**config.mk**
```make
export PLATFORM = sky130hd
export DESIGN_NAME = limit_switch_actuator_control_flat
export DESIGN_NICKNAME = d
export VERILOG_FILES = /design/src/sv/lsac_pkg.sv /design/src/sv/lsac_if.sv /design/src/sv/lsac_decode.sv /design/src/sv/lsac_ramp.sv /design/src/sv/limit_switch_actuator_control.sv /design/src/flat_wrapper.sv
export SDC_FILE = /design/constraint.sdc
export NUM_CORES = 1
export LEC_CHECK = 0
export ABC_AREA = 1
export BUFFER_PORTS_ARGS = -buffer_cell sky130_fd_sc_hd__buf_4
export CORE_ASPECT_RATIO = 1.75
export CORE_MARGIN = 1
export CORE_UTILIZATION = 57
export CTS_CLUSTER_DIAMETER = 40
export CTS_CLUSTER_SIZE = 30
export DETAILED_ROUTE_END_ITERATION = 6
export GPL_ROUTABILITY_DRIVEN = 1
export PLACE_DENSITY = 0.9
export SYNTH_ARGS = -nofsm -noshare
export SYNTH_HDL_FRONTEND = slang
export SYNTH_SLANG_ARGS = --single-unit
export TNS_END_PERCENT = 20
```
**constraint.sdc**
```tcl
create_clock -name clk -period 2.6 [get_ports clk]
set_input_delay 0.78 -clock clk [delete_from_list [all_inputs] [get_ports clk]]
set_output_delay 0.78 -clock clk [all_outputs]
set_load 0.005 [all_outputs]
```
**src/sv/lsac_pkg.sv**
```systemverilog
// ----------------------------------------------------------------------------
// lsac_pkg
// Types and constants shared by the limit-switch actuator control block.
// ----------------------------------------------------------------------------
package lsac_pkg;

  localparam int unsigned PWM_TOP = 200;
  localparam logic [15:0] DUTY_HALF = 16'(PWM_TOP / 2);

  typedef enum logic [2:0] {
    MODE_IDLE       = 3'd0,
    MODE_RETRACT    = 3'd1,
    MODE_FORCE_RET  = 3'd2,
    MODE_EXTEND     = 3'd3,
    MODE_MAN_EXTEND = 3'd4,
    MODE_TEST_EXT   = 3'd5
  } mode_t;

  typedef enum logic [2:0] {
    ST_RUN       = 3'd0,
    ST_STOP_IN   = 3'd1,
    ST_STOP_FOOT = 3'd2,
    ST_STOP_OUT  = 3'd3,
    ST_ANGLE     = 3'd4,
    ST_GROUND    = 3'd5,
    ST_FOOT_LEFT = 3'd6,
    ST_IDLE      = 3'd7
  } status_t;

  typedef enum logic [1:0] {
    LATCH_NONE = 2'd0,
    LATCH_IN   = 2'd1,
    LATCH_OUT  = 2'd2
  } latch_t;

  localparam logic DIR_EXTEND  = 1'b0;
  localparam logic DIR_RETRACT = 1'b1;

  typedef struct packed {
    logic [2:0] mode;
    logic [7:0] speed_target;
    logic       in_limit;
    logic       out_limit;
    logic       foot_contact;
    logic       angle_low;
    logic       ground_contact;
    logic       fault_n;
    logic       tick;
  } in_item_t;

  typedef struct packed {
    logic [2:0]  status;
    logic        direction;
    logic [15:0] duty;
    logic        reset_pulse;
    logic        driving;
  } out_item_t;

  // mode decision handed from the decoder to the top level
  typedef struct packed {
    logic [2:0] status;
    logic       drive;
    logic [1:0] latch;
    logic       dir;
  } dec_t;

  typedef struct packed {
    logic [15:0] duty;
    logic        tick_pend;
    logic        pulse;
  } ramp_t;

endpackage

```
**src/sv/lsac_if.sv**
```systemverilog
// ----------------------------------------------------------------------------
// lsac_in_if / lsac_out_if
// Valid/ready channels for poll items and result items.
// ----------------------------------------------------------------------------
interface lsac_in_if;
  logic       valid;
  logic       ready;
  logic [2:0] mode;
  logic [7:0] speed_target;
  logic       in_limit;
  logic       out_limit;
  logic       foot_contact;
  logic       angle_low;
  logic       ground_contact;
  logic       fault_n;
  logic       tick;

  modport source (
    output valid, mode, speed_target, in_limit, out_limit, foot_contact,
           angle_low, ground_contact, fault_n, tick,
    input  ready
  );
  modport sink (
    input  valid, mode, speed_target, in_limit, out_limit, foot_contact,
           angle_low, ground_contact, fault_n, tick,
    output ready
  );
endinterface

interface lsac_out_if;
  logic        valid;
  logic        ready;
  logic [2:0]  status;
  logic        direction;
  logic [15:0] duty;
  logic        reset_pulse;
  logic        driving;

  modport source (
    output valid, status, direction, duty, reset_pulse, driving,
    input  ready
  );
  modport sink (
    input  valid, status, direction, duty, reset_pulse, driving,
    output ready
  );
endinterface

```
**src/sv/lsac_decode.sv**
```systemverilog
// ----------------------------------------------------------------------------
// lsac_decode
// Per-mode stop checks: status, drive request, end latch and direction.
// ----------------------------------------------------------------------------
module lsac_decode (
  input  lsac_pkg::in_item_t item,
  input  logic [2:0]         last_mode,
  input  logic [1:0]         end_latch,
  output lsac_pkg::dec_t     dec
);
  import lsac_pkg::*;

  logic [1:0] latch_cur;

  // a mode change drops any latched end position
  assign latch_cur = (item.mode != last_mode) ? LATCH_NONE : end_latch;

  always_comb begin
    dec.status = ST_RUN;
    dec.drive  = 1'b0;
    dec.latch  = latch_cur;
    dec.dir    = DIR_EXTEND;
    case (item.mode)
      MODE_RETRACT: begin
        dec.dir = DIR_RETRACT;
        if (item.in_limit || latch_cur == LATCH_IN) begin
          dec.latch  = LATCH_IN;
          dec.status = ST_STOP_IN;
        end else if (item.foot_contact) begin
          dec.status = ST_STOP_FOOT;
        end else begin
          dec.latch = LATCH_NONE;
          dec.drive = 1'b1;
        end
      end
      MODE_FORCE_RET: begin
        dec.dir = DIR_RETRACT;
        if (item.in_limit || latch_cur == LATCH_IN) begin
          dec.latch  = LATCH_IN;
          dec.status = ST_STOP_IN;
        end else begin
          dec.latch = LATCH_NONE;
          dec.drive = 1'b1;
        end
      end
      MODE_EXTEND: begin
        if (item.out_limit || latch_cur == LATCH_OUT) begin
          dec.latch  = LATCH_OUT;
          dec.status = ST_STOP_OUT;
        end else if (item.angle_low) begin
          dec.status = ST_ANGLE;
        end else if (item.ground_contact) begin
          dec.status = ST_GROUND;
        end else if (!item.foot_contact) begin
          dec.status = ST_FOOT_LEFT;
        end else begin
          dec.latch = LATCH_NONE;
          dec.drive = 1'b1;
        end
      end
      MODE_MAN_EXTEND: begin
        if (item.out_limit || latch_cur == LATCH_OUT) begin
          dec.latch  = LATCH_OUT;
          dec.status = ST_STOP_OUT;
        end else if (item.ground_contact) begin
          dec.status = ST_GROUND;
        end else if (item.angle_low) begin
          dec.status = ST_ANGLE;
        end else begin
          dec.latch = LATCH_NONE;
          dec.drive = 1'b1;
        end
      end
      MODE_TEST_EXT: begin
        dec.latch = LATCH_NONE;
        dec.drive = 1'b1;
      end
      MODE_IDLE: begin
        dec.latch  = LATCH_NONE;
        dec.status = ST_IDLE;
      end
      default: begin
        // unknown mode brakes, latch kept
        dec.status = ST_RUN;
      end
    endcase
  end

endmodule

```
**src/sv/lsac_ramp.sv**
```systemverilog
// ----------------------------------------------------------------------------
// lsac_ramp
// PWM duty ramp step, tick bookkeeping and driver reset pulse.
// ----------------------------------------------------------------------------
module lsac_ramp (
  input  logic              drive,
  input  logic [7:0]        target,
  input  logic              fault_n,
  input  logic              tick_pend,
  input  logic [15:0]       duty,
  output lsac_pkg::ramp_t   ramp
);
  import lsac_pkg::*;

  logic [15:0] target_w;

  assign target_w = {8'd0, target};

  always_comb begin
    ramp.duty      = duty;
    ramp.tick_pend = tick_pend;
    ramp.pulse     = 1'b0;
    if (!drive || target == 8'd0) begin
      ramp.duty = 16'd0;
    end else if (duty == target_w) begin
      ramp.pulse = ~fault_n;
    end else if (tick_pend) begin
      ramp.tick_pend = 1'b0;
      // first step jumps to half scale; above target the duty is held
      if (duty < target_w) begin
        ramp.duty = (duty < DUTY_HALF) ? DUTY_HALF : duty + 16'd1;
      end
    end
  end

endmodule

```
**src/sv/limit_switch_actuator_control.sv**
```systemverilog
// ----------------------------------------------------------------------------
// limit_switch_actuator_control
// Actuator mode control with limit-switch stops and a ticked PWM duty ramp.
// ----------------------------------------------------------------------------
// Usage:
//   in_ch  carries one poll per transfer: requested mode, speed target, the
//          five switch levels, the driver fault line and the tick bit.
//   out_ch returns exactly one result per poll: status, direction, duty,
//          reset pulse and the drive request, in poll order.
//   A poll is registered on transfer, decoded and ramped from the input
//   register and written into the result register. One poll per cycle is
//   sustained while out_ch is not stalled; the rate is set by the single
//   decode-and-ramp step between the two registers, which also updates the
//   mode, latch, duty and tick state.
//   While out_ch is stalled the result holds; one more poll can wait in the
//   input register, after which in_ch.ready drops until the result moves.
//   Synchronous reset clears both pipeline stages and returns the state to
//   idle mode, no end latched, zero duty, no pending tick, extend direction.
// ----------------------------------------------------------------------------
module limit_switch_actuator_control (
  input  logic         clk,
  input  logic         rst_n,
  lsac_in_if.sink      in_ch,
  lsac_out_if.source   out_ch
);
  import lsac_pkg::*;

  logic        s1_valid_r;
  in_item_t    s1_r;
  logic        out_valid_r;
  out_item_t   out_r;
  logic [2:0]  last_mode_r;
  logic [1:0]  end_latch_r;
  logic [15:0] duty_r;
  logic        tick_pend_r;
  logic        dir_r;

  logic        s1_adv;
  logic        in_xfer;
  logic        dir_nxt;
  out_item_t   out_nxt;
  dec_t        dec;
  ramp_t       ramp;

  assign in_xfer     = in_ch.valid && in_ch.ready;
  assign s1_adv      = s1_valid_r && (!out_valid_r || out_ch.ready);
  assign in_ch.ready = !s1_valid_r || s1_adv;

  lsac_decode u_decode (
    .item      (s1_r),
    .last_mode (last_mode_r),
    .end_latch (end_latch_r),
    .dec       (dec)
  );

  lsac_ramp u_ramp (
    .drive     (dec.drive),
    .target    (s1_r.speed_target),
    .fault_n   (s1_r.fault_n),
    .tick_pend (tick_pend_r | s1_r.tick),
    .duty      (duty_r),
    .ramp      (ramp)
  );

  assign dir_nxt = dec.drive ? dec.dir : dir_r;

  always_comb begin
    out_nxt.status      = dec.status;
    out_nxt.direction   = dir_nxt;
    out_nxt.duty        = ramp.duty;
    out_nxt.reset_pulse = ramp.pulse;
    out_nxt.driving     = dec.drive;
  end

  always_ff @(posedge clk) begin
    if (!rst_n) begin
      s1_valid_r  <= 1'b0;
      out_valid_r <= 1'b0;
      last_mode_r <= MODE_IDLE;
      end_latch_r <= LATCH_NONE;
      duty_r      <= 16'd0;
      tick_pend_r <= 1'b0;
      dir_r       <= DIR_EXTEND;
    end else begin
      if (in_ch.ready) begin
        s1_valid_r <= in_ch.valid;
      end
      if (s1_adv) begin
        out_valid_r <= 1'b1;
        last_mode_r <= s1_r.mode;
        end_latch_r <= dec.latch;
        duty_r      <= ramp.duty;
        tick_pend_r <= ramp.tick_pend;
        dir_r       <= dir_nxt;
      end else if (out_ch.ready) begin
        out_valid_r <= 1'b0;
      end
    end
  end

  always_ff @(posedge clk) begin
    if (in_xfer) begin
      s1_r.mode           <= in_ch.mode;
      s1_r.speed_target   <= in_ch.speed_target;
      s1_r.in_limit       <= in_ch.in_limit;
      s1_r.out_limit      <= in_ch.out_limit;
      s1_r.foot_contact   <= in_ch.foot_contact;
      s1_r.angle_low      <= in_ch.angle_low;
      s1_r.ground_contact <= in_ch.ground_contact;
      s1_r.fault_n        <= in_ch.fault_n;
      s1_r.tick           <= in_ch.tick;
    end
    if (s1_adv) begin
      out_r <= out_nxt;
    end
  end

  assign out_ch.valid       = out_valid_r;
  assign out_ch.status      = out_r.status;
  assign out_ch.direction   = out_r.direction;
  assign out_ch.duty        = out_r.duty;
  assign out_ch.reset_pulse = out_r.reset_pulse;
  assign out_ch.driving     = out_r.driving;

`ifndef SYNTH
  a_brake_zero_duty: assert property (@(posedge clk) disable iff (!rst_n)
    out_valid_r && !out_r.driving |-> out_r.duty == 16'd0)
    else $error("braking result with nonzero duty");

  a_pulse_when_driving: assert property (@(posedge clk) disable iff (!rst_n)
    out_valid_r && out_r.reset_pulse |-> out_r.driving && out_r.duty != 16'd0)
    else $error("reset pulse without active drive");

  a_ramp_floor: assert property (@(posedge clk) disable iff (!rst_n)
    duty_r != 16'd0 |-> duty_r >= DUTY_HALF)
    else $error("duty below half scale while driving");

  a_latch_code: assert property (@(posedge clk) disable iff (!rst_n)
    end_latch_r == LATCH_NONE || end_latch_r == LATCH_IN || end_latch_r == LATCH_OUT)
    else $error("end latch holds unused code");

  a_state_follows_result: assert property (@(posedge clk) disable iff (!rst_n)
    s1_adv |=> out_r.duty == duty_r && out_r.direction == dir_r)
    else $error("state and result register out of step");
`endif

endmodule

```
**src/flat_wrapper.sv**
```systemverilog
// flat-port wrapper written by rule: the top's interface ports become plain ports
module limit_switch_actuator_control_flat import lsac_pkg::*;
  (clk, rst_n, in_ch_valid, in_ch_mode, in_ch_speed_target, in_ch_in_limit, in_ch_out_limit, in_ch_foot_contact, in_ch_angle_low, in_ch_ground_contact, in_ch_fault_n, in_ch_tick, in_ch_ready, out_ch_valid, out_ch_status, out_ch_direction, out_ch_duty, out_ch_reset_pulse, out_ch_driving, out_ch_ready);
  lsac_in_if in_ch_i ();
  lsac_out_if out_ch_i ();
  input  logic clk;
  input  logic rst_n;
  input wire logic [$bits(in_ch_i.valid)-1:0] in_ch_valid;
  input wire logic [$bits(in_ch_i.mode)-1:0] in_ch_mode;
  input wire logic [$bits(in_ch_i.speed_target)-1:0] in_ch_speed_target;
  input wire logic [$bits(in_ch_i.in_limit)-1:0] in_ch_in_limit;
  input wire logic [$bits(in_ch_i.out_limit)-1:0] in_ch_out_limit;
  input wire logic [$bits(in_ch_i.foot_contact)-1:0] in_ch_foot_contact;
  input wire logic [$bits(in_ch_i.angle_low)-1:0] in_ch_angle_low;
  input wire logic [$bits(in_ch_i.ground_contact)-1:0] in_ch_ground_contact;
  input wire logic [$bits(in_ch_i.fault_n)-1:0] in_ch_fault_n;
  input wire logic [$bits(in_ch_i.tick)-1:0] in_ch_tick;
  output wire logic [$bits(in_ch_i.ready)-1:0] in_ch_ready;
  output wire logic [$bits(out_ch_i.valid)-1:0] out_ch_valid;
  output wire logic [$bits(out_ch_i.status)-1:0] out_ch_status;
  output wire logic [$bits(out_ch_i.direction)-1:0] out_ch_direction;
  output wire logic [$bits(out_ch_i.duty)-1:0] out_ch_duty;
  output wire logic [$bits(out_ch_i.reset_pulse)-1:0] out_ch_reset_pulse;
  output wire logic [$bits(out_ch_i.driving)-1:0] out_ch_driving;
  input wire logic [$bits(out_ch_i.ready)-1:0] out_ch_ready;
  assign in_ch_i.valid = in_ch_valid;
  assign in_ch_i.mode = in_ch_mode;
  assign in_ch_i.speed_target = in_ch_speed_target;
  assign in_ch_i.in_limit = in_ch_in_limit;
  assign in_ch_i.out_limit = in_ch_out_limit;
  assign in_ch_i.foot_contact = in_ch_foot_contact;
  assign in_ch_i.angle_low = in_ch_angle_low;
  assign in_ch_i.ground_contact = in_ch_ground_contact;
  assign in_ch_i.fault_n = in_ch_fault_n;
  assign in_ch_i.tick = in_ch_tick;
  assign in_ch_ready = in_ch_i.ready;
  assign out_ch_valid = out_ch_i.valid;
  assign out_ch_status = out_ch_i.status;
  assign out_ch_direction = out_ch_i.direction;
  assign out_ch_duty = out_ch_i.duty;
  assign out_ch_reset_pulse = out_ch_i.reset_pulse;
  assign out_ch_driving = out_ch_i.driving;
  assign out_ch_i.ready = out_ch_ready;
  limit_switch_actuator_control u_core (.clk(clk), .rst_n(rst_n), .in_ch(in_ch_i), .out_ch(out_ch_i));
endmodule
```
==> impl_metrics.py <==
metrics = {
    "setup_path": {
        "regToRegEndpoint": "u_core.out_ch.duty[8]$_DFFE_PP_",
        "reg2reg_setup_slack_ps": 450,
        "critical_path_arrival_ps": 2270,
        "rr_worst_depth": 11,
        "end_kind": "flip-flop",
        "crit_fanout": 9,
        "cp_data_required_time_ps": 2720,
        "timing.rr.start": "u_core.s1_r[14]$_DFFE_PP_",
        "start_kind": "flip-flop",
        "worst-setup-path-type": "reg -> reg",
    },
    "clocking": {
        "cts_tree": "yes",
        "htreeDepth": 3,
        "cts_buffers": 9,
        "cts_root_buffer": "clkbuf_8",
        "numClockSinks": 65,
        "ctsResizeCount": 0,
        "post_cts_buffers": 0,
        "hold_buffers": 0,
        "clk_pin_slew_ps": 80,
        "cts_max_path_buffers": 2,
        "clock_latency_ps": 360,
    },
    "global_route": {
        "gr-usage-all-layers_pct": 24.2,
        "grt_max_degree": 33,
        "gr-total-overflow": 0,
        "grt_pass1_vias": 2408,
        "antenna_found_initial": 0,
        "grt_pass1_wl_um": 10600,
    },
    "final_layout": {
        "drive_above_1_share_pct": 22.7,
        "multiInputGateArea_mm2": 0.00118,
        "nFillCells": 406,
        "ff_latch_area_mm2": 0.00170,
        "final_nets": 436,
        "postLayoutCoreUtil_pct": 71.4,
        "antenna_cells": 0,
        "area_growth_pct": 19.1,
    },
    "timing": {
        "slew_violations": 0,
        "setup_tns_ps": 0,
        "finClkSkew_ps": 16.4,
        "slew_headroom_pct": 69.3,
        "hold_viol_final": 0,
        "finalSetupViolCount": 0,
        "rsz0062_at_grt": "no",
        "clock.fmax_mhz": 466,
        "layout_min_cycle_time_ps": 2150,
        "fin_crit_sh_pct": 82.6,
        "worst_pin_slew_ps": 460,
    },
    "detailed_routing": {
        "ant_nets": 0,
        "dr_wl_met2_um": 3580,
        "drcViolationCount": 0,
        "met1Wirelength_um": 2480,
        "num_vias": 2576,
        "wl_um": 6620,
        "firstDrtPassIters": 5,
        "vias_per_cell": 5.32,
        "highest-signal-layer": "met4",
        "met3WireLength_um": 300,
        "wl_per_cell_um": 13.7,
        "first_iter_violations": 89,
    },
    "pwr": {
        "p_leak_nw": 1.69,
        "p_sw_share_pct": 27.3,
        "p_sw_w": 0.000647,
        "power_w": 0.00237,
        "comb_power_share_pct": 12.4,
        "seqPwrFrac_pct": 50.1,
        "clkPwrFrac_pct": 37.5,
        "power_density_mw_per_mm2": 627,
        "ir_drop_mv": 0.508,
        "p_int_w": 0.00172,
    },
    "hold_path": {
        "hold_path_startpoint": "u_core.duty_r[9]$_SDFFE_PN0P_",
        "min_to": "u_core.duty_r[9]$_SDFFE_PN0P_",
        "holdPathStages": 2,
        "hold_path.class": "reg -> reg",
    },
    "placement": {
        "place.gp.congestion": 0.958,
        "io_buffers": 45,
        "hpwl_um": 4930,
    },
    "floorplan": {
        "boundaryPins": 46,
        "fp.dieW_um": 58.4,
        "die_h_um": 101,
        "initial_core_util_pct": 59.9,
        "row_count": 35,
        "die-area_mm2": 0.00589,
        "coreArea_mm2": 0.00530,
    },
    "synthesis": {
        "ys_ff_latch": 65,
        "synth_area_leaders": "edfxtp_1, dfxtp_1, inv_1",
        "netlist_instances": 352,
        "yosysTopAreaCell": "edfxtp_1",
        "synth_cell_type_count": 36,
        "synth_area_per_cell_um2": 9.02,
        "synth-seq-area-share_pct": 53.6,
        "syn_nets": 383,
        "synth_top_area_share_pct": 37.8,
        "syn_area_mm2": 0.00318,
        "ys_warn_count": 0,
    },
    "run": {
        "max_cap_viol_count": 0,
    },
    "status": {
        "outcome": "complete, no violations",
    },
}
## per-stage QoR
stage	worst slack, ps	instance area (um^2)	hold slack [ps]	instances
global route	275	3780	478	484
floorplan	124	3180	430	352
detailed placement	493	3580	447	468
finish	452	3780	458	484
CTS	482	3780	459	484
global placement	604	3580	438	468
## per-layer routing
layer	vias up	GRT usage [%]
met5	-	0
met4	0	14.8
met3	24	5.01
met2	92	43.0
met1	1182	25.5
li1	1278	-
## logic make-up (layout without fill, tap and decap cells)
| family | count (synthesis) | after routing | synth area share, % |
|---|---|---|---|
| AND/OR/NAND/NOR | 154 | 154 | 23.6 |
| AO/OA/AOI/OAI | 53 | 53 | 9.65 |
| XOR/XNOR | 1 | 1 | 0.276 |
| flip-flops | 65 | 65 | 53.6 |
| adder cells (fa/ha/maj) | 9 | 9 | 3.55 |
| buffers and inverters | 70 | 128 | 9.38 |
## layout make-up
class / count / area share (%)
Tap cell: 74 / 2.45
Timing Repair Buffer: 49 / 9.73
Sequential cell: 65 / 45.0
Inverter: 63 / 6.32
Multi-Input combinational cell: 217 / 31.1
Clock buffer: 9 / 3.28
Clock inverter: 7 / 2.12
## placed cells by master (no fill, tap or decap), types with 5 or more instances in the layout
cell and count:
clkbuf_8 9, inv_6 5, nand4_1 11, inv_1 58
buf_4 49, nand2_4 5, a21oi_1 17, dfxtp_1 25
nor2_1 38, nand3_1 31, edfxtp_1 40, ha_1 9
nor2_2 5, o21ai_0 19, nand2_1 52
## cells in the mapped netlist, drive strengths merged
master / number
xnor2: 1
a21o: 1
dfxtp: 25
nand3b: 1
ha: 9
buf: 5
a31oi: 1
a22o: 1
nand3: 33
o21ai: 27
o22ai: 1
nor3: 2
clkinv: 1
a21oi: 21
edfxtp: 40
nand4: 11
inv: 62
clkbuf: 2
o21a: 1
nor2: 45
nor4: 3
nand2: 59
## registers in the layout (all words and copies together) (netlist names)
signal and flops:
u_core.last_mode_r 3, u_core.duty_r 16, u_core.s1_valid_r 1, u_core.out_ch.duty 16, u_core.out_ch.reset_pulse 1, u_core.tick_pend_r 1
u_core.dir_r 1, u_core.out_ch.direction 1, u_core.out_ch.valid 1, u_core.out_ch.status 3, u_core.out_ch.driving 1, u_core.end_latch_r 2
u_core.s1_r 18
## power groups by stage
stage	registers, W	logic (W)	clock network (W)
after floorplan	0.00120	0.000197	0
after global placement	0.00121	0.000281	0
after detailed placement	0.00121	0.000291	0
after CTS	0.00119	0.000292	0.000899
after global routing	0.00119	0.000326	0.000943
final	0.00119	0.000293	0.000889
## worst max-delay path by stage
stage,from,end
after floorplan,out_ch_ready,u_core.out_ch.direction$_DFFE_PP_
after global placement,u_core.s1_r[17]$_DFFE_PP_,u_core.out_ch.reset_pulse$_SDFFCE_PP0P_
after detailed placement,u_core.s1_r[14]$_DFFE_PP_,u_core.out_ch.duty[8]$_DFFE_PP_
after CTS,u_core.s1_r[14]$_DFFE_PP_,u_core.out_ch.duty[8]$_DFFE_PP_
after global routing,u_core.s1_r[14]$_DFFE_PP_,u_core.out_ch.duty[5]$_DFFE_PP_
final,u_core.s1_r[14]$_DFFE_PP_,u_core.out_ch.duty[8]$_DFFE_PP_
## worst max-delay path: stages, from the launching register on
cell and delay (ps):
edfxtp_1 360, inv_1 50, ha_1 300, nand2_1 80, inv_1 50, nand3_1 80
inv_1 100, nand4_1 380, nand2_1 220, o21ai_0 150, nand2_4 110, inv_1 40
Power figures use the tool's default switching activity.
